## src/rtl/rsws_pkg.sv

```systemverilog
// Shared types and constants for the range split work stealer.
// No dependencies.
package rsws_pkg;

    localparam int unsigned WD_BITS = 6;
    localparam int unsigned WC_BITS = 5;
    localparam logic [WD_BITS-1:0] WD_MAX = 6'd63;

    typedef enum logic [2:0] {
        VERDICT_NONE     = 3'd0,
        VERDICT_START    = 3'd1,
        VERDICT_FINISHED = 3'd2,
        VERDICT_RESPAWN  = 3'd3,
        VERDICT_RUN      = 3'd4
    } verdict_t;

    typedef enum logic [2:0] {
        CFG_WORKER_COUNT = 3'd0,
        CFG_JOB_OFFSET   = 3'd1,
        CFG_JOB_LENGTH   = 3'd2,
        CFG_MIN_SPLIT    = 3'd3,
        CFG_RESPAWN      = 3'd4,
        CFG_SAVE_INT     = 3'd5
    } cfg_index_t;

    typedef enum logic [2:0] {
        ST_IDLE,
        ST_BUSY,
        ST_SCAN,
        ST_DIVIDE,
        ST_DECIDE,
        ST_OUTPUT
    } state_t;

    // controller -> datapath
    typedef struct packed {
        logic load;       // capture request
        logic busy_poll;  // perform busy poll update
        logic scan_clear; // start scan
        logic scan_step;  // examine one worker
        logic div_start;
        logic div_step;
        logic decide;     // commit idle-poll result
        logic out_clear;  // result taken
    } ctrl_cmd_t;

    // datapath -> controller
    typedef struct packed {
        logic is_poll;
        logic is_done;
        logic is_busy;
        logic scan_last;
        logic div_last;
        logic all_fresh;
    } ctrl_stat_t;

endpackage

```

## src/rtl/rsws_ctrl.sv

```systemverilog
// Controller state machine of the range split work stealer.
// Depends on rsws_pkg.
module rsws_ctrl (
    input  logic                 clk,
    input  logic                 rst_n,
    input  logic                 in_valid,
    output logic                 in_ready,
    output logic                 out_valid,
    input  logic                 out_ready,
    input  rsws_pkg::ctrl_stat_t stat,
    output rsws_pkg::ctrl_cmd_t  cmd
);

    rsws_pkg::state_t state_reg, state_next;

    always_ff @(posedge clk or negedge rst_n)
    begin
        if (!rst_n)
        begin
            state_reg <= rsws_pkg::ST_IDLE;
        end
        else
        begin
            state_reg <= state_next;
        end
    end

    always_comb
    begin
        state_next = state_reg;
        cmd        = '0;
        in_ready   = 1'b0;
        out_valid  = 1'b0;
        case (state_reg)
            rsws_pkg::ST_IDLE:
            begin
                in_ready = 1'b1;
                if (in_valid)
                begin
                    cmd.load   = 1'b1;
                    state_next = rsws_pkg::ST_BUSY;
                end
            end
            rsws_pkg::ST_BUSY:
            begin
                // decode the captured request
                if (!stat.is_poll || stat.is_done)
                begin
                    state_next = rsws_pkg::ST_OUTPUT;
                end
                else if (stat.is_busy)
                begin
                    cmd.busy_poll = 1'b1;
                    state_next    = rsws_pkg::ST_OUTPUT;
                end
                else
                begin
                    cmd.scan_clear = 1'b1;
                    state_next     = rsws_pkg::ST_SCAN;
                end
            end
            rsws_pkg::ST_SCAN:
            begin
                cmd.scan_step = 1'b1;
                if (stat.scan_last)
                begin
                    state_next = rsws_pkg::ST_DIVIDE;
                end
            end
            rsws_pkg::ST_DIVIDE:
            begin
                if (stat.all_fresh)
                begin
                    state_next = rsws_pkg::ST_DECIDE;
                end
                else
                begin
                    cmd.div_start = 1'b1;
                    state_next    = rsws_pkg::ST_DECIDE;
                end
            end
            rsws_pkg::ST_DECIDE:
            begin
                if (!stat.all_fresh && !stat.div_last)
                begin
                    cmd.div_step = 1'b1;
                end
                else
                begin
                    cmd.decide = 1'b1;
                    state_next = rsws_pkg::ST_OUTPUT;
                end
            end
            rsws_pkg::ST_OUTPUT:
            begin
                out_valid = 1'b1;
                if (out_ready)
                begin
                    cmd.out_clear = 1'b1;
                    state_next    = rsws_pkg::ST_IDLE;
                end
            end
            default:
            begin
                state_next = rsws_pkg::ST_IDLE;
            end
        endcase
    end

`ifndef SYNTH
    a_ready_idle: assert property (@(posedge clk) disable iff (!rst_n)
        in_ready |-> !out_valid) else $error("ready while result pending");
    a_scan_from_busy: assert property (@(posedge clk) disable iff (!rst_n)
        $rose(cmd.scan_step) |-> $past(cmd.scan_clear))
        else $error("scan began without clear");
    a_load_once: assert property (@(posedge clk) disable iff (!rst_n)
        cmd.load |=> !in_ready) else $error("second load");
`endif

endmodule

```

## config.mk

```make
export PLATFORM = sky130hd
export DESIGN_NAME = rsws_ctrl
export DESIGN_NICKNAME = d
export VERILOG_FILES = /design/src/rtl/rsws_pkg.sv /design/src/rtl/rsws_ctrl.sv
export SDC_FILE = /design/constraint.sdc
export NUM_CORES = 1
export LEC_CHECK = 0
export BUFFER_PORTS_ARGS = -buffer_cell sky130_fd_sc_hd__buf_2
export CORE_AREA = 2 2 39 41
export DETAILED_ROUTE_END_ITERATION = 10
export DIE_AREA = 0 0 41 43
export PLACE_DENSITY = 0.44
export SLEW_MARGIN = 5
export SYNTH_ARGS = -nofsm -noshare
export SYNTH_HDL_FRONTEND = slang
export SYNTH_SLANG_ARGS = --single-unit
```

## constraint.sdc

```tcl
create_clock -name clk -period 1.1 [get_ports clk]
set_input_delay 0.11 -clock clk [delete_from_list [all_inputs] [get_ports clk]]
set_output_delay 0.11 -clock clk [all_outputs]
set_load 0.005 [all_outputs]
```

-- After elaboration in Yosys (flattened, before gate mapping)
Cells that the tools add are included.
- bits in registers: 3
- input port bits: 10
- output and inout port bits: 10
- logic and storage cells: 40
- equality and inequality tests: 9
- multiplexer cells: 23
- reduce and logical (&&, ||, !) cells: 7
- operators by type and width (cell ; count):
    2-to-1 mux 3 bit ; 6
    one-hot mux 3 bit (6 select lines) ; 1
    2-to-1 mux 1 bit ; 13
    inequality test 2 bit, second input constant ; 4
    == test 3 x 2 -> 1 bit, second input constant ; 2
    == test 3 bit, second input constant ; 2
    2-to-1 mux 2 bit ; 3
    AND reduction 4 bit ; 1
    == test 3 x 1 -> 1 bit, second input constant ; 1
    logical NOT 1 bit ; 3
    logical NOT 3 bit ; 1
    logical AND 1 bit ; 1
    logical OR 1 bit ; 1

-- Logic depth before layout (Yosys ltp)
Gate-level depths: netlist of the first run.
- word-level depth: 4
- gate-level depth with buffers: 4

-- Worst setup path after synthesis of the first run
No wires, ideal clock.
- kind: flip-flop to flip-flop
- start: register state_reg[1]
- end: register state_reg[0]
- library setup time: 128 ps
- data arrival time: 1072 ps
- setup slack: -101 ps
- cell stages (with the launch flop): 5
- buffers on the path: 1
- path through: dfrtp_1 -> buf_4 -> or3b_4 -> nor3_4 -> nor3b_1
- longest elaborated chain between the ends: 3
- elaborated cells on any way between the ends: 12
- RTL lines (element ; line ; text):
    from (decl) ; rsws_ctrl.sv:14 ; rsws_pkg::state_t state_reg, state_next;
    from (signal assigned) ; rsws_ctrl.sv:20 ; state_reg <= rsws_pkg::ST_IDLE;
    from (signal assigned) ; rsws_ctrl.sv:24 ; state_reg <= state_next;
    == test 3 bit, or another cell as far along ; rsws_ctrl.sv:34 ; case (state_reg)
    inequality test 2 bit (no line) ; - ;
    AND reduction 4 bit (no line) ; - ;
Several ways; a longest one is shown, not always the timed one.
A chain may end at the register's enable or synchronous reset.

==> impl_metrics.ini, run 1 <==
[run_status]
status = finished, violations left
violations = setup timing

[timing]
skew_ns = 0.001555
finalCriticalPeriod_ns = 1.429
hold_violations = 0
layout_setup_ws_ns = -0.3289
maxSlewHeadroom_pct = 84.22
slew_violations = 0
clock.fmax_ghz = 0.6998
fin_crit_sh_pct = 129.9
rsz0062_at_grt = yes
setup_viol = 12
tightest_slew_ns = 0.2368

[detailed_routing]
wl_um = 796
drc = 0
dr_wl_met2_um = 415
postRouteAntennaNets = 0
drtIter0Drc = 10
vias_per_cell = 4.423
topRoutingLayerUsed = met3
wl_met3_um = 58
wl_per_cell_um = 10.21
wl_met1_um = 322
dr.pass1.iters = 4
num_vias = 345

[yosys]
ys_seq_area_share_pct = 28.71
synth.avg_cell_area_um2 = 8.717
synthDistinctLibCells = 18
synth_cells = 30
synth_area_um2 = 261.5
yosysWarningCount = 0
synth-seq-cells = 3
syn-num-nets = 40

[grt]
track_usage_pct = 10.78
grt_pass1_vias = 310
overflow = 0
grt_max_degree = 8
antenna_found_initial = 0
grt_pass1_wl_um = 1248

[pwr]
p_per_area_mw_per_mm2 = 2042
power.switching_mw = 0.4317
combPwrFrac_pct = 64.8
p_int_mw = 0.7255
seqPwrFrac_pct = 18.5
clock_power_share_pct = 16.6
leakagePower_nw = 0.2698
switching_share_pct = 37.31
max-vdd-ir-drop_mv = 0.9352

[floorplanning]
fp.dieH_um = 43
io_pins = 20
dieArea_mm2 = 0.001763
std_cell_rows = 14
fp.dieW_um = 41
core_mm2 = 0.001384
start_util_pct = 18.90

[clock_tree]
cts_tree = built
clk_pin_slew_worst_paths_ns = 0.04
htree_num_levels = 1
root_buffer = clkbuf_4
clock-sinks = 3
cts_made_buffers = 3
clkLatencyLatePin_ns = 0.23
cts_buffer_depth = 2

[worst_setup_path]
startpoint_type = register
crit_arrival_ns = 1.32
regToRegEndpoint = state_reg[0]$_DFFE_PN0P_
path_class = register to output pin
critPathCaptureType = output pin
required_ns = 0.99
r2r_slack_ns = -0.14
cp_max_fo = 5
r2r_start = state_reg[1]$_DFFE_PN0P_
r2r_cells = 4

[final_layout]
drive_gt1_share_pct = 72.58
final-instance-count-excl-fill = 78
stdcell_area_um2 = 566.8
nets = 73
antenna_cells = 0
largest_reg_flops = 3
final_util_pct = 40.96
syn2layout_area_growth_pct = 116.7
fillers = 144

[placed_design]
placed_cells = 69
dpl.hpwl_um = 614.3
preCtsSetupSlack_ns = -0.1124
place_congestion = 0.7289
place_area_um2 = 406.6
io_buffers = 19

[run]
drv_cap = 0

[hold_path]
min_from = stat[4]
worst_hold_path_type = input pin to register
hold_end = state_reg[2]$_DFFE_PN0P_
hold_depth = 3
-- through the flow --
step	TNS, ns	power (mW)	hold slack [ns]
6_report	-2.355	1.157	0.1983
4_1_cts	-2.290	1.017	0.1947
2_1_floorplan	-0.09022	0.4474	-0.1856
3_3_place_gp	-0.6118	0.6946	-0.08687
5_1_grt	-3.292	1.259	0.2071
3_5_place_dp	-0.5519	0.6924	-0.08696
-- power by group through the flow --
stage | Sequential, mW | Clock [mW] | Combinational [mW]
final | 0.214 | 0.192 | 0.750
after global routing | 0.226 | 0.217 | 0.816
after CTS | 0.216 | 0.202 | 0.599
after detailed placement | 0.201 | 0 | 0.492
after global placement | 0.203 | 0 | 0.491
after floorplan | 0.202 | 0 | 0.246
-- layer usage --
layer	GRT usage (%)	up-vias
li1	-	171
met1	13.64	160
met2	14.69	14
met3	6.283	0
met4	4.000	0
met5	0	-
-- cell usage after synthesis --
cell      instances  area, µm²
a21oi_1           2      10.01
and2_1            2      12.51
buf_4             1      7.510
dfrtp_1           3      75.07
inv_1             2      7.510
nand2_1           1      3.750
nand2b_1          3      18.77
nor2_1            2      7.510
nor2b_2           1      8.760
nor3_1            1      5.000
nor3_4            1      16.27
nor3b_1           4      30.03
nor4_1            2      12.51
nor4b_2           1      15.01
o21ai_0           1      5.000
o32ai_1           1      8.760
or2_1             1      6.260
or3b_4            1      11.26
-- layout make-up --
type | instances | area (µm²) | area share (%)
sequential | 3 | 77.57 | 13.69
inverter | 2 | 7.507 | 1.325
tap | 16 | 20.02 | 3.532
multi-input combinational | 24 | 251.5 | 44.37
clock buffer | 4 | 26.28 | 4.636
timing repair buffer | 29 | 183.9 | 32.45
-- worst max-delay path by stage --
stage	startpoint	endpoint	slack [ns]	cells past startpoint
final	state_reg[1]$_DFFE_PN0P_	cmd[2]	-0.33	3
after global routing	state_reg[1]$_DFFE_PN0P_	cmd[2]	-0.39	3
after CTS	state_reg[1]$_DFFE_PN0P_	cmd[2]	-0.35	3
after detailed placement	state_reg[1]$_DFFE_PN0P_	cmd[2]	-0.11	3
after global placement	state_reg[2]$_DFFE_PN0P_	state_reg[0]$_DFFE_PN0P_	-0.11	4
after floorplan	state_reg[1]$_DFFE_PN0P_	state_reg[0]$_DFFE_PN0P_	-0.09	4
-- logic make-up after synthesis --
group,count (synthesis),share of synthesized area (%)
AOI/OAI and AO/OA,4,9.090
buffers and inverters,3,5.744
DFF,3,28.71
and+or+nand+nor,20,56.46
-- critical path, stage by stage, from the launching register on --
cell	delay (ns)
dfrtp_2	0.43
or3b_4	0.40
nor3_4	0.12
buf_2	0.13
-- repair_timing --
action | CTS | global route
hold endpoints to repair | 3 | 0
endpoints found under the setup margin | 12 | 13
buffers inserted | 1 | 3
hold buffers | 1 | 0
resized for setup | 11 | 6
pin swaps | 3 | 1
-- placed cells by master (no fill, tap or decap), types with 2 or more instances in the layout --
cell type | synthesis | final
buf_4 | 1 | 6
buf_2 | 0 | 19
buf_6 | 0 | 3
nor2_1 | 2 | 2
nand2b_1 | 3 | 2
nor4_4 | 0 | 2
nor3b_1 | 4 | 2
dfrtp_2 | 0 | 2
clkbuf_4 | 0 | 3
nor3b_2 | 0 | 2
and2_1 | 2 | 2
inv_1 | 2 | 2
Note: power is estimated with default switching activity, not from simulation.
==> run 2: changes to the inputs <==
--- a/config.mk
+++ b/config.mk
@@ -5,11 +5,11 @@
 export SDC_FILE = /design/constraint.sdc
 export NUM_CORES = 1
 export LEC_CHECK = 0
-export BUFFER_PORTS_ARGS = -buffer_cell sky130_fd_sc_hd__buf_2
 export CORE_AREA = 2 2 39 41
 export DETAILED_ROUTE_END_ITERATION = 10
 export DIE_AREA = 0 0 41 43
-export PLACE_DENSITY = 0.44
+export DONT_BUFFER_PORTS = 1
+export PLACE_DENSITY = 0.3
 export SLEW_MARGIN = 5
 export SYNTH_ARGS = -nofsm -noshare
 export SYNTH_HDL_FRONTEND = slang
==> constraint.sdc (replaced) <==
create_clock -name clk -period 1.51 [get_ports clk]
set_input_delay 0.151 -clock clk [delete_from_list [all_inputs] [get_ports clk]]
set_output_delay 0.151 -clock clk [all_outputs]
set_load 0.005 [all_outputs]
==> run 2 against run 1 <==
Net effect:
- routed wire length shrank 14%
- power shrank 55%
- clock power shrank 28%
- highest routed layer unchanged
- the flow now finishes without violations
- global-route usage shrank 2.2 points
- worst hold slack lost 0.063 ns
- clock skew shrank 0.00093 ns
- final cell count shrank 36%
==> impl_metrics.ini, run 2 (synthesis gave the netlist of run 1 again) <==
[final_layout]
syn2layout_area_growth_pct = 23.45
antenna_cells = 0
largest_reg_flops = 3
nets = 45
stdcell_area_um2 = 322.8
final_cell_mix = 3 x nor3b_1, 3 x nand2b_1, 3 x clkbuf_4
drive_gt1_share_pct = 29.41
final_util_pct = 23.33

[worst_setup_path]
r2r_start = state_reg[2]$_DFFE_PN0P_
critPathCaptureType = output pin
path_class = register to output pin
required_ns = 1.36
r2r_slack_ns = 0.23
cp_max_fo = 10
startpoint = state_reg[1]$_DFFE_PN0P_
r2r_cells = 3
crit_arrival_ns = 1.28
startpoint_type = register
regToRegEndpoint = state_reg[0]$_DFFE_PN0P_

[clock_tree]
cts_made_buffers = 3
clk_pin_slew_worst_paths_ns = 0.04
clock-sinks = 3
cts_tree = built
clkLatencyLatePin_ns = 0.23
htree_num_levels = 1
root_buffer = clkbuf_4
cts_buffer_depth = 2
cts_setup_buffers = 0

[pwr]
power.switching_mw = 0.2093
clock_power_share_pct = 26.8
seqPwrFrac_pct = 32.9
combPwrFrac_pct = 40.3
leakagePower_nw = 0.1174
max-vdd-ir-drop_mv = 0.4813
switching_share_pct = 40.34
p_per_area_mw_per_mm2 = 1608
p_int_mw = 0.3096

[floorplanning]
dieArea_mm2 = 0.001763
std_cell_rows = 14
io_pins = 20
core_mm2 = 0.001384
fp.dieH_um = 43
fp.dieW_um = 41
start_util_pct = 18.90

[timing]
tightest_slew_ns = 0.3053
setup_viol = 0
fin_setup_tns_ns = 0
hold_violations = 0
skew_ns = 0.0006216
finalCriticalPeriod_ns = 1.434
fin_crit_sh_pct = 94.98
clock.fmax_ghz = 0.6973
rsz0062_at_grt = no
maxSlewHeadroom_pct = 79.61
slew_violations = 0

[grt]
grt_max_degree = 11
grt_pass1_wl_um = 959
antenna_found_initial = 0
track_usage_pct = 8.551
overflow = 0
grt_pass1_vias = 222

[detailed_routing]
drtIter0Drc = 7
wl_per_cell_um = 13.62
drc = 0
vias_per_cell = 4.700
wl_um = 681
dr.pass1.iters = 3
postRouteAntennaNets = 0
num_vias = 235

[hold_path]
min_from = stat[4]
worst_hold_path_type = input pin to register
hold_depth = 2
hold_end = state_reg[2]$_DFFE_PN0P_

[run]
drv_cap = 0

[placed_design]
place_congestion = 0.6245
place_area_um2 = 274.0
dpl.hpwl_um = 546.2
io_buffers = 0

[run_status]
status = complete, no violations
==> run 2: cell types whose count changed in the layout (fill, tap and decap cells not counted), moves of 2 or more <==
cell | before | now
buf_2 | 19 | 0
buf_6 | 3 | 0
nor4_4 | 2 | 0
buf_4 | 6 | 0
==> run 2: repair_timing <==
item                                   in CTS  in global routing
hold buffers                                1                  0
setup endpoints to repair                   0                  3
resized for setup                           0                  3
endpoints found under the hold margin       3                  0
==> run 2: layout make-up <==
class / instances / area, µm²
multi-input combinational: 24 / 182.7
inverter: 2 / 7.507
clock buffer: 4 / 26.28
timing repair buffer: 1 / 10.01
sequential: 3 / 76.32
fill: 157 / 1061
tap: 16 / 20.02
==> run 2: critical path, stage by stage (launching register included) <==
cell     delay (ns)
dfrtp_2        0.48
or3b_4         0.41
nor3_4         0.16
==> run 2: how the worst max path moves through the flow <==
stage / endpoint / slack, ns / cells past startpoint
global route: cmd[2] / 0.01 / 2
detailed placement: state_reg[0]$_DFFE_PN0P_ / 0.21 / 3
finish: cmd[2] / 0.08 / 2
floorplan: state_reg[0]$_DFFE_PN0P_ / 0.31 / 4
global placement: state_reg[0]$_DFFE_PN0P_ / 0.24 / 3
CTS: cmd[2] / 0.03 / 2
==> run 2: layer usage <==
metal | global-route usage, % | wire, µm | share of wire [%] | up-vias
met2 | 10.63 | 298 | 44 | 15
met3 | 5.236 | 60 | 8.8 | 0
met4 | 2.000 | 0 | 0 | 0
li1 | - | - | - | 115
met5 | 0 | 0 | 0 | -
met1 | 12.30 | 322 | 47 | 105
==> run 2: through the flow <==
| step | hold WS [ns] | worst slack, ns | total power [mW] | instances |
|---|---|---|---|---|
| 4_1_cts | 0.1380 | 0.03133 | 0.5224 | 50 |
| 6_report | 0.1358 | 0.07580 | 0.5189 | 50 |
| 5_1_grt | 0.1729 | 0.01199 | 0.5771 | 50 |
| 2_1_floorplan | -0.1446 | 0.3093 | 0.3233 | 30 |
| 3_5_place_dp | -0.1445 | 0.2084 | 0.3712 | 45 |
| 3_3_place_gp | -0.1445 | 0.2387 | 0.3661 | 45 |
==> run 2: power by group through the flow <==
stage | logic, mW | clock network (mW) | registers [mW]
detailed placement | 0.197 | 0 | 0.174
finish | 0.209 | 0.139 | 0.171
global placement | 0.195 | 0 | 0.171
CTS | 0.201 | 0.148 | 0.173
global route | 0.241 | 0.153 | 0.183
floorplan | 0.177 | 0 | 0.146
==> run 3: changes to the inputs <==
==> constraint.sdc (replaced) <==
create_clock -name clk -period 1.9 [get_ports clk]
set_input_delay 0.19 -clock clk [delete_from_list [all_inputs] [get_ports clk]]
set_output_delay 0.19 -clock clk [all_outputs]
set_load 0.005 [all_outputs]
==> run 3 against run 2 <==
Net effect:
- global-route usage is 0.10 points lower
- final area is 3.9% lower
- via count is 2.1% lower
- core utilization is 0.90 points lower
- die area stayed put
- critical path depth stayed put
- sequential power is 22% lower
- combinational power is 25% lower
- sequential cell count stayed put
- clock skew is 0.0014 ns higher
- non-clock buffer count stayed put
- clock-buffer cell count stayed put
==> impl_metrics.ini, run 3 (synthesis gave the netlist of run 1 again) <==
[final_layout]
final_common_cell = nor3b_1
syn2layout_area_growth_pct = 18.66
drive_gt1_share_pct = 20.59
final_util_pct = 22.42
final_cell_mix = 4 x nor3b_1, 3 x nand2b_1, 3 x clkbuf_4, 3 x dfrtp_1
nets = 45
largest_reg_flops = 3
antenna_cells = 0

[worst_setup_path]
required_ns = 1.71
startpoint = state_reg[1]$_DFFE_PN0P_
regToRegEndpoint = state_reg[0]$_DFFE_PN0P_
path_buf_inv = 0
cp_max_fo = 10
endpoint = cmd[2]
path_class = register to output pin
r2r_start = state_reg[1]$_DFFE_PN0P_
max_stage_delay_ns = 0.47
startpoint_type = register
path_cells = or3b_4 > nor3_4
cpMaxStageDelayCell = dfrtp_1
crit_family = simple AND/OR/NAND/NOR gates
worstSetupPathDepth = 2
r2r_cells = 3
r2r_slack_ns = 0.63
crit_arrival_ns = 1.29
critPathCaptureType = output pin

[grt]
use_met2_pct = 10.63
track_usage_pct = 8.451
grtUsageMet1_pct = 10.68
antenna_found_initial = 0
grt_pass1_wl_um = 979
grt_max_degree = 11
grt-busiest-layer = met1
use_met3_pct = 2.618
grt_pass1_vias = 231
overflow = 0

[timing]
rsz0062_at_grt = no
timing.hold.ws_ns = 0.1941
setup_viol = 0
tightest_slew_ns = 0.3574
fin_setup_tns_ns = 0
hold_violations = 0
finalCriticalPeriod_ns = 1.483
layout_setup_ws_ns = 0.4166
clock.fmax_ghz = 0.6741
maxSlewHeadroom_pct = 75.96
fin_crit_sh_pct = 78.07
skew_ns = 0.002004
slew_violations = 0

[pwr]
max-vdd-ir-drop_mv = 0.2649
p_per_area_mw_per_mm2 = 1293
leakagePower_nw = 0.1161
p_total_mw = 0.4013

[detailed_routing]
drc = 0
dr.pass1.iters = 4
postRouteAntennaNets = 0
wl_per_cell_um = 12.74
wl_um = 637
vias_per_cell = 4.600
drtIter0Drc = 1
num_vias = 230

[floorplanning]
fp.dieW_um = 41
start_util_pct = 18.90
std_cell_rows = 14
fp.dieH_um = 43
core_mm2 = 0.001384
io_pins = 20
dieArea_mm2 = 0.001763

[placed_design]
io_buffers = 0
place_congestion = 0.6330
dpl.hpwl_um = 520.7
preCtsSetupSlack_ns = 0.6230

[clock_tree]
clk_pin_slew_worst_paths_ns = 0.04
cts_tree = built
clkLatencyLatePin_ns = 0.23
clock-sinks = 3
root_buffer = clkbuf_4
cts_made_buffers = 3
cts_buffer_depth = 2
cts_setup_buffers = 0
htree_num_levels = 1

[hold_path]
worst_hold_path_type = input pin to register

[run]
drv_cap = 0

[run_status]
status = complete, no violations
==> run 3: cell counts in the layout (fill, tap and decap cells not counted) <==
No cell type changed its count.
==> run 3: worst min path at each step <==
| stage | start | end | slack [ns] | depth (start not counted) |
|---|---|---|---|---|
| final | stat[4] | state_reg[2]$_DFFE_PN0P_ | 0.19 | 2 |
| after global routing | rst_n | state_reg[0]$_DFFE_PN0P_ | 0.20 | 1 |
| after CTS | stat[4] | state_reg[2]$_DFFE_PN0P_ | 0.19 | 2 |
| after detailed placement | rst_n | state_reg[0]$_DFFE_PN0P_ | -0.11 | 0 |
| after global placement | rst_n | state_reg[2]$_DFFE_PN0P_ | -0.11 | 0 |
| after floorplan | rst_n | state_reg[0]$_DFFE_PN0P_ | -0.11 | 0 |
==> run 3: what timing repair did <==
action	in CTS	in global routing
endpoints found under the hold margin	3	0
gates resized for setup	0	0
setup endpoints to repair	0	0
hold buffers	1	0
==> run 3: final cells by class <==
class                      count  area (µm²)
fill                         153        1074
sequential                     3       75.07
inverter                       2       7.507
clock buffer                   4       26.28
timing repair buffer           1       10.01
tap                           16       20.02
multi-input combinational     24       171.4
==> run 3: per-stage QoR <==
| step | instance area (µm²) | std cells |
|---|---|---|
| after floorplan | 261.5 | 30 |
| after global placement | 274.0 | 45 |
| after detailed placement | 274.0 | 45 |
| after CTS | 310.3 | 50 |
| after global routing | 310.3 | 50 |
| final | 310.3 | 50 |
==> run 3: power breakdown <==
part	leakage [nW]	internal (mW)	switching [mW]
Combinational	0.0650	0.0733	0.0830
Sequential	0.0361	0.0882	0.0457
Clock	0.0150	0.0787	0.0324
==> run 3: worst reg2reg max path, cell delays in order, from the launching register on <==
cell,delay [ns]
dfrtp_1,0.47
or3b_4,0.43
nor3_4,0.16
nor3b_1,0.08
==> run 3: metal layers <==
metal / up-vias / part of all wire (%)
met5: - / 0
met2: 14 / 47
met4: 0 / 0
met1: 102 / 42
met3: 0 / 11
li1: 114 / -
